`config.mk`:
```
export PLATFORM = sky130hd
export DESIGN_NAME = sorted_id_set_top
export DESIGN_NICKNAME = d
export VERILOG_FILES = /design/src/hw/rtl/sis_pkg.sv /design/src/hw/rtl/sorted_id_set_top.sv
export SDC_FILE = /design/constraint.sdc
export NUM_CORES = 2
export LEC_CHECK = 0
export BUFFER_PORTS_ARGS = -buffer_cell sky130_fd_sc_hd__buf_2
export CELL_PAD_IN_SITES_DETAIL_PLACEMENT = 2
export CELL_PAD_IN_SITES_GLOBAL_PLACEMENT = 2
export CORE_MARGIN = 10
export CORE_UTILIZATION = 30
export DETAILED_ROUTE_END_ITERATION = 8
export PLACE_DENSITY = 0.6
export SYNTH_ARGS = -nofsm -noshare
export SYNTH_HDL_FRONTEND = slang
export SYNTH_SLANG_ARGS = --single-unit
```
`constraint.sdc`:
```
create_clock -name clk -period 6.3 [get_ports clk]
set_input_delay 1.26 -clock clk [delete_from_list [all_inputs] [get_ports clk]]
set_output_delay 1.26 -clock clk [all_outputs]
set_load 0.05 [all_outputs]
```
`src/hw/rtl/sis_pkg.sv`:
```
`timescale 1ns / 1ps
// ----------------------------------------------------------------------------
// Sorted ID set package
// Item types and operation/status codes shared by the sorted ID set block.
// ----------------------------------------------------------------------------
package sis_pkg;

    localparam int KEY_W         = 64;
    localparam int OP_W          = 2;
    localparam int ENTRY_COUNT_W = 7;

    // Operation codes; the unused code behaves as a lookup
    localparam logic [OP_W-1:0] OP_INSERT = 2'd0;
    localparam logic [OP_W-1:0] OP_LOOKUP = 2'd1;
    localparam logic [OP_W-1:0] OP_REMOVE = 2'd2;

    // Status codes
    localparam logic STATUS_OK   = 1'b0;
    localparam logic STATUS_FULL = 1'b1;

    typedef struct packed {
        logic [OP_W-1:0]  operation;
        logic [KEY_W-1:0] key;
    } sis_in_t;

    typedef struct packed {
        logic                     was_present;
        logic                     status;
        logic [ENTRY_COUNT_W-1:0] entry_count;
    } sis_out_t;

endpackage

```
`src/hw/rtl/sorted_id_set_top.sv`:
```
`timescale 1ns / 1ps
// ----------------------------------------------------------------------------
// Sorted ID set
// Holds up to CAPACITY distinct 64-bit keys in ascending order in a RAM and
// serves insert, lookup and remove items, one result item per input item.
//
//   channel | signals                         | payload
//   --------+---------------------------------+---------------------------
//   input   | in_valid / in_ready / in_data   | operation, key
//   output  | out_valid / out_ready / out_data| was_present, status, count
//
// Each item runs an ascending scan that reads up to the held count of
// entries, then for an insert or remove a shift that moves up to the held
// count of entries; an insert that stores its key adds a store step. The
// worst case is an insert at the front of a table one short of full. The
// single RAM read port and the one 64-bit compare unit handle one entry
// per cycle.
// Reset clears the count and control state only; the table needs no clear.
// A result waits in the output register while the next item is worked; that
// item's result step holds until the earlier result is taken, and in_ready
// stays low meanwhile.
// ----------------------------------------------------------------------------
module sorted_id_set_top #(
    parameter int CAPACITY = 64
) (
    input  logic              clk,
    input  logic              rst_n,
    input  logic              in_valid,
    output logic              in_ready,
    input  sis_pkg::sis_in_t  in_data,
    output logic              out_valid,
    input  logic              out_ready,
    output sis_pkg::sis_out_t out_data
);
    import sis_pkg::*;

    localparam int AW = (CAPACITY > 1) ? $clog2(CAPACITY) : 1;
    localparam int CW = $clog2(CAPACITY + 1);
    localparam logic [CW-1:0] CAP_COUNT = CW'(CAPACITY);

    typedef enum logic [2:0] {
        ST_IDLE,
        ST_SEARCH,
        ST_DECIDE,
        ST_SHIFT_UP,
        ST_PUT,
        ST_SHIFT_DN,
        ST_RESULT
    } state_t;

    state_t           state_reg,   state_next;
    logic [OP_W-1:0]  op_reg,      op_next;
    logic [KEY_W-1:0] key_reg,     key_next;
    logic [CW-1:0]    count_reg,   count_next;
    logic [CW-1:0]    idx_reg,     idx_next;
    logic [CW-1:0]    pos_reg,     pos_next;
    logic             present_reg, present_next;
    logic             status_reg,  status_next;
    logic             out_valid_reg, out_valid_next;
    sis_out_t         out_data_reg,  out_data_next;

    // Table RAM: one write and one registered read per cycle
    logic [KEY_W-1:0] key_table [CAPACITY];
    logic [KEY_W-1:0] rd_data_reg;
    logic [AW-1:0]    rd_addr;
    logic             wr_en;
    logic [AW-1:0]    wr_addr;
    logic [KEY_W-1:0] wr_data;

    // Shared compare unit and index arithmetic
    logic          entry_lt;
    logic          entry_eq;
    logic [CW-1:0] idx_inc;
    logic [CW-1:0] idx_dec;

    assign entry_lt = rd_data_reg < key_reg;
    assign entry_eq = rd_data_reg == key_reg;
    assign idx_inc  = idx_reg + CW'(1);
    assign idx_dec  = idx_reg - CW'(1);

    assign in_ready  = (state_reg == ST_IDLE);
    assign out_valid = out_valid_reg;
    assign out_data  = out_data_reg;

    // Hold the table and fetch one entry per cycle
    always_ff @(posedge clk)
    begin
        if (wr_en)
        begin
            key_table[wr_addr] <= wr_data;
        end
        rd_data_reg <= key_table[rd_addr];
    end

    // Sequence scan, shift and result
    always_comb
    begin
        state_next     = state_reg;
        op_next        = op_reg;
        key_next       = key_reg;
        count_next     = count_reg;
        idx_next       = idx_reg;
        pos_next       = pos_reg;
        present_next   = present_reg;
        status_next    = status_reg;
        out_valid_next = out_valid_reg;
        out_data_next  = out_data_reg;
        rd_addr        = '0;
        wr_en          = 1'b0;
        wr_addr        = '0;
        wr_data        = rd_data_reg;

        // drop the result once taken
        if (out_valid_reg && out_ready)
        begin
            out_valid_next = 1'b0;
        end

        case (state_reg)
            ST_IDLE:
            begin
                if (in_valid)
                begin
                    op_next     = in_data.operation;
                    key_next    = in_data.key;
                    status_next = STATUS_OK;
                    if (count_reg == '0)
                    begin
                        pos_next     = '0;
                        present_next = 1'b0;
                        state_next   = ST_DECIDE;
                    end
                    else
                    begin
                        rd_addr    = '0;
                        idx_next   = '0;
                        state_next = ST_SEARCH;
                    end
                end
            end

            ST_SEARCH:
            begin
                // stop at the first entry not below the key
                if (!entry_lt)
                begin
                    pos_next     = idx_reg;
                    present_next = entry_eq;
                    state_next   = ST_DECIDE;
                end
                else if (idx_inc == count_reg)
                begin
                    pos_next     = count_reg;
                    present_next = 1'b0;
                    state_next   = ST_DECIDE;
                end
                else
                begin
                    rd_addr  = AW'(idx_inc);
                    idx_next = idx_inc;
                end
            end

            ST_DECIDE:
            begin
                state_next = ST_RESULT;
                if (op_reg == OP_INSERT && !present_reg)
                begin
                    if (count_reg == CAP_COUNT)
                    begin
                        status_next = STATUS_FULL;
                    end
                    else if (pos_reg == count_reg)
                    begin
                        state_next = ST_PUT;
                    end
                    else
                    begin
                        rd_addr    = AW'(count_reg - CW'(1));
                        idx_next   = count_reg;
                        state_next = ST_SHIFT_UP;
                    end
                end
                else if (op_reg == OP_REMOVE && present_reg)
                begin
                    if (pos_reg + CW'(1) == count_reg)
                    begin
                        count_next = count_reg - CW'(1);
                    end
                    else
                    begin
                        rd_addr    = AW'(pos_reg + CW'(1));
                        idx_next   = pos_reg;
                        state_next = ST_SHIFT_DN;
                    end
                end
            end

            ST_SHIFT_UP:
            begin
                // move entry idx-1 up to idx, fetch the next one down
                wr_en   = 1'b1;
                wr_addr = AW'(idx_reg);
                if (idx_dec == pos_reg)
                begin
                    state_next = ST_PUT;
                end
                else
                begin
                    rd_addr  = AW'(idx_reg - CW'(2));
                    idx_next = idx_dec;
                end
            end

            ST_PUT:
            begin
                wr_en      = 1'b1;
                wr_addr    = AW'(pos_reg);
                wr_data    = key_reg;
                count_next = count_reg + CW'(1);
                state_next = ST_RESULT;
            end

            ST_SHIFT_DN:
            begin
                // move entry idx+1 down to idx, fetch the next one up
                wr_en   = 1'b1;
                wr_addr = AW'(idx_reg);
                if (idx_reg + CW'(2) == count_reg)
                begin
                    count_next = count_reg - CW'(1);
                    state_next = ST_RESULT;
                end
                else
                begin
                    rd_addr  = AW'(idx_reg + CW'(2));
                    idx_next = idx_inc;
                end
            end

            ST_RESULT:
            begin
                // hold until the output register is free
                if (!out_valid_reg || out_ready)
                begin
                    out_valid_next            = 1'b1;
                    out_data_next.was_present = present_reg;
                    out_data_next.status      = status_reg;
                    out_data_next.entry_count = ENTRY_COUNT_W'(count_reg);
                    state_next                = ST_IDLE;
                end
            end

            default:
            begin
                state_next = ST_IDLE;
            end
        endcase
    end

    // Hold state and registered outputs
    always_ff @(posedge clk or negedge rst_n)
    begin
        if (!rst_n)
        begin
            state_reg     <= ST_IDLE;
            count_reg     <= '0;
            out_valid_reg <= 1'b0;
        end
        else
        begin
            state_reg     <= state_next;
            count_reg     <= count_next;
            out_valid_reg <= out_valid_next;
        end
    end

    // Advance payload registers
    always_ff @(posedge clk)
    begin
        op_reg       <= op_next;
        key_reg      <= key_next;
        idx_reg      <= idx_next;
        pos_reg      <= pos_next;
        present_reg  <= present_next;
        status_reg   <= status_next;
        out_data_reg <= out_data_next;
    end

    // Count never passes the table size
    assert property (@(posedge clk) disable iff (!rst_n)
        count_reg <= CAP_COUNT)
        else $error("held count exceeds capacity");

    // An accepted item starts the sequencer
    assert property (@(posedge clk) disable iff (!rst_n)
        in_valid && in_ready |=> state_reg != ST_IDLE)
        else $error("accepted item did not start work");

    // Table writes happen only in shift and store steps
    assert property (@(posedge clk) disable iff (!rst_n)
        wr_en |-> (state_reg == ST_SHIFT_UP || state_reg == ST_PUT
                   || state_reg == ST_SHIFT_DN))
        else $error("table write outside shift or store");

    // Storing a key grows the count by one
    assert property (@(posedge clk) disable iff (!rst_n)
        state_reg == ST_PUT |=> count_reg == $past(count_reg) + CW'(1))
        else $error("store did not bump count");

    // A full status is only reported with a full table
    assert property (@(posedge clk) disable iff (!rst_n)
        out_valid_reg && out_data_reg.status == STATUS_FULL
        |-> out_data_reg.entry_count == ENTRY_COUNT_W'(CAP_COUNT))
        else $error("full status with room left");

    // A new result comes only from the result step
    assert property (@(posedge clk) disable iff (!rst_n)
        $rose(out_valid_reg) |-> $past(state_reg == ST_RESULT))
        else $error("result raised outside result step");

endmodule
```
==> out/qor.yml <==
logic_synthesis:
  synth_top_family_by_area: "simple AND/OR/NAND/NOR gates"
  avgSynthCellArea_sq_um: 14.8
  seq_area_frac_synth_pct: 74.9
  syn_nets: 11700
  netlist_top_cells_area: "edfxtp_1 (74%), nand2_1 (5.0%), mux2i_1 (4.5%)"
  synth_xor_area_share_pct: 0.319
  ys.flop_type: "edfxtp_1"
  synthArstFlopShare_pct: 0.258
  synth_compound_area_share_pct: 8.10
  synth_top_area_share_pct: 74.0
  synthesis.area_sq_um: 170000
  synth_area_leader_cell: "edfxtp_1"
  synth.area.mux_share_pct: 4.52
  synthAdderAreaFrac_pct: 0.537
  synth_edf_count: 4187
  yosys.area_share.simple_pct: 9.32
  ys_seq_elements: 4262
  yosys_warnings: 0
  netlist_instances: 11500
  synth_cell_types: 79
floorplan:
  fp-row-count: 276
  fp.dieW_um: 773
  die_h_um: 773
  core_sq_um: 565000
  die_area_sq_um: 597000
  num_io_pins: 81
  start_util_pct: 30.1
clocking:
  clk_pin_slew_ns: 0.06
  cts_sinks: 4262
  h-tree-depth: 5
  clock_latency_ns: 1.07
  cts_tree: "done"
  cts_buffer_depth: 4
  cts_inserted_buffers: 468
  root_buffer: "clkbuf_16"
critical_path:
  rr_worst_depth: 18
  crit_path_end_kind: "register"
  cp-startpoint: "key_reg[38]"
  path_class: "register to register"
  cp.required_ns: 7.19
  critPathMostFrequentCell: "buf_4"
  cp_data_arrival_time_ns: 7.06
  cp-start-kind: "register"
  worstPathCellList: "inv_1, ha_1, nand4_1, or4_1, nor4_4, buf_4, and3_1, a221oi_2, nand4_1, buf_4, nand2_8, buf_12, buf_4, a2111oi_0, a311o_1, a211oi_1, nor4_1, nor4_1"
  endpoint: "rd_data_reg[21]"
  reg2reg_to: "rd_data_reg[21]"
  cp_slowest_cell: "or4_1"
  cp_slowest_stage_delay_ns: 0.73
  worstPathMaxFanout: 25
  timing.rr.start: "key_reg[38]"
  r2r_setup_slack_ns: 0.13
cells_and_area:
  syn_to_final_growth_pct: 20.4
  largest_register_ffs: 4096
  mostFrequentLayoutCell: "edfxtp_1"
  final_cell_mix: "edfxtp_1 (4187), nand2_1 (2256), buf_4 (774)"
  drive_above_1_share_pct: 15.7
  final_net_count: 12500
global_routing:
  overflow: 0
  grt_pass1_wl_mm: 1020
  grt_max_degree: 92
  antenna_found_initial: 47
  grt_usage_pct: 24.1
  grt_pass1_vias: 121000
detailed_routing:
  avgViaCountPerCell: 5.72
  drc: 0
  ant_nets: 0
  drt_iter0_markers: 15200
  routedWlPerCell_um: 36.7
  via_count: 116000
  drt-pass1-iter-count: 8
  wl_mm: 745
sta:
  fmax_mhz: 162
  worst_pin_slew_ns: 1.34
  max_slew_margin_pct: 10.4
  layout_min_cycle_time_ns: 6.17
  finalCritPeriodShare_pct: 98.0
  skew_ns: 0.0923
  finalSetupViolations: 0
  rsz0062_at_grt: "false"
  drv_slew: 0
  timing.setup.tns_ns: 0
  hold_viol: 0
placed_design:
  gp_congestion: 0.822
  io_buffers: 80
  hpwlAfterDp_mm: 416
min_path:
  hp-class: "input port to asynchronous set/reset pin"
power_and_ir_drop:
  p_per_area_nw_per_um2: 590
  vdd_drop_max_uv: 587
  fin_total_pwr_mw: 121
  p_leak_nw: 68.9
run_status:
  status: "complete, no violations"
run:
  drv_cap: 0
-- worst max-delay path, delay by kind of cell, from the launching register on --
| kind | cells | cell delay [ns] |
|---|---|---|
| compound gates | 4 | 1.19 |
| fa+ha+maj | 1 | 0.45 |
| buf+inv | 5 | 1.09 |
| flops | 1 | 0.35 |
| simple gates | 8 | 2.87 |
-- where the power goes --
| group | switching [mW] | internal (mW) |
|---|---|---|
| clock network | 11.9 | 15.1 |
| registers | 0.776 | 38.3 |
| logic | 36.7 | 18.0 |
| total | 49.3 | 71.4 |
-- through the flow --
| stage | setup WS [ns] | util, % | cells | instance area, sq um | hold WS [ns] |
|---|---|---|---|---|---|
| finish | 0.129 | 36.2 | 20300 | 205000 | 0.105 |
| global route | 0.0541 | 36.2 | 20300 | 205000 | 0.0940 |
| CTS | 0.0897 | 36.2 | 20300 | 205000 | 0.0263 |
| detailed placement | -0.968 | 33.6 | 19400 | 190000 | 0.418 |
| global placement | -1.14 | 33.6 | 19400 | 190000 | 0.412 |
| floorplan | 1.28 | - | 11500 | 170000 | 0.400 |
-- cell type report --
class / count / area [sq um]
Multi-Input combinational cell: 6379 / 40200
Timing Repair Buffer: 1181 / 12800
Clock buffer: 619 / 12600
Clock inverter: 241 / 2100
Tap cell: 7506 / 9390
Sequential cell: 4262 / 127000
Antenna cell: 22 / 55.1
Inverter: 77 / 289
Fill cell: 56400 / 360000
-- repair_timing --
item,4_1_cts,5_1_grt
setup buffers,4,0
gates resized for setup,2,3
hold buffers,0,0
setup endpoints to repair,64,2
hold endpoints to repair,0,0
pin swaps,2,0
-- cells in the mapped netlist (60+ instances only) --
cell and number:
edfxtp_1 4187, buf_1 90, nand3_1 671, inv_1 77, buf_2 295, a32oi_1 129, buf_4 62, a31oi_1 315
and3_1 383, clkbuf_1 345, a221oi_1 186, nor2_1 134, mux2i_1 764, a311oi_1 60, a21oi_1 239, a221o_1 126
o21ai_0 184, nor4_1 66, ha_1 73, nand2_1 2259, a211oi_1 327, dfxtp_1 64
-- per-layer routing --
metal / wire length, um / vias to the layer above / global-route usage, %
li1: - / 46400 / -
met1: 311000 / 63000 / 32.8
met2: 345000 / 5251 / 39.0
met3: 58500 / 1330 / 3.91
met4: 31500 / 4 / 8.79
met5: 27 / - / 0
-- worst min path at each step --
stage / from / to / slack [ns] / cells past startpoint
2_1_floorplan: status_reg / out_data[7] / 0.40 / 0
3_3_place_gp: status_reg / out_data[7] / 0.41 / 0
3_5_place_dp: status_reg / out_data[7] / 0.42 / 0
4_1_cts: rst_n / count_reg[3] / 0.03 / 1
5_1_grt: rst_n / count_reg[4] / 0.09 / 1
6_report: rst_n / count_reg[3] / 0.10 / 1
-- cells by family after synthesis --
kind of cell | after synthesis
DFF | 4262
and+or+nand+nor | 3618
AOI/OAI and AO/OA | 1865
buffers and inverters | 877
muxes | 766
adders and majority gates | 73
xor gates and xnor gates | 57
Power figures use the tool's default switching activity.
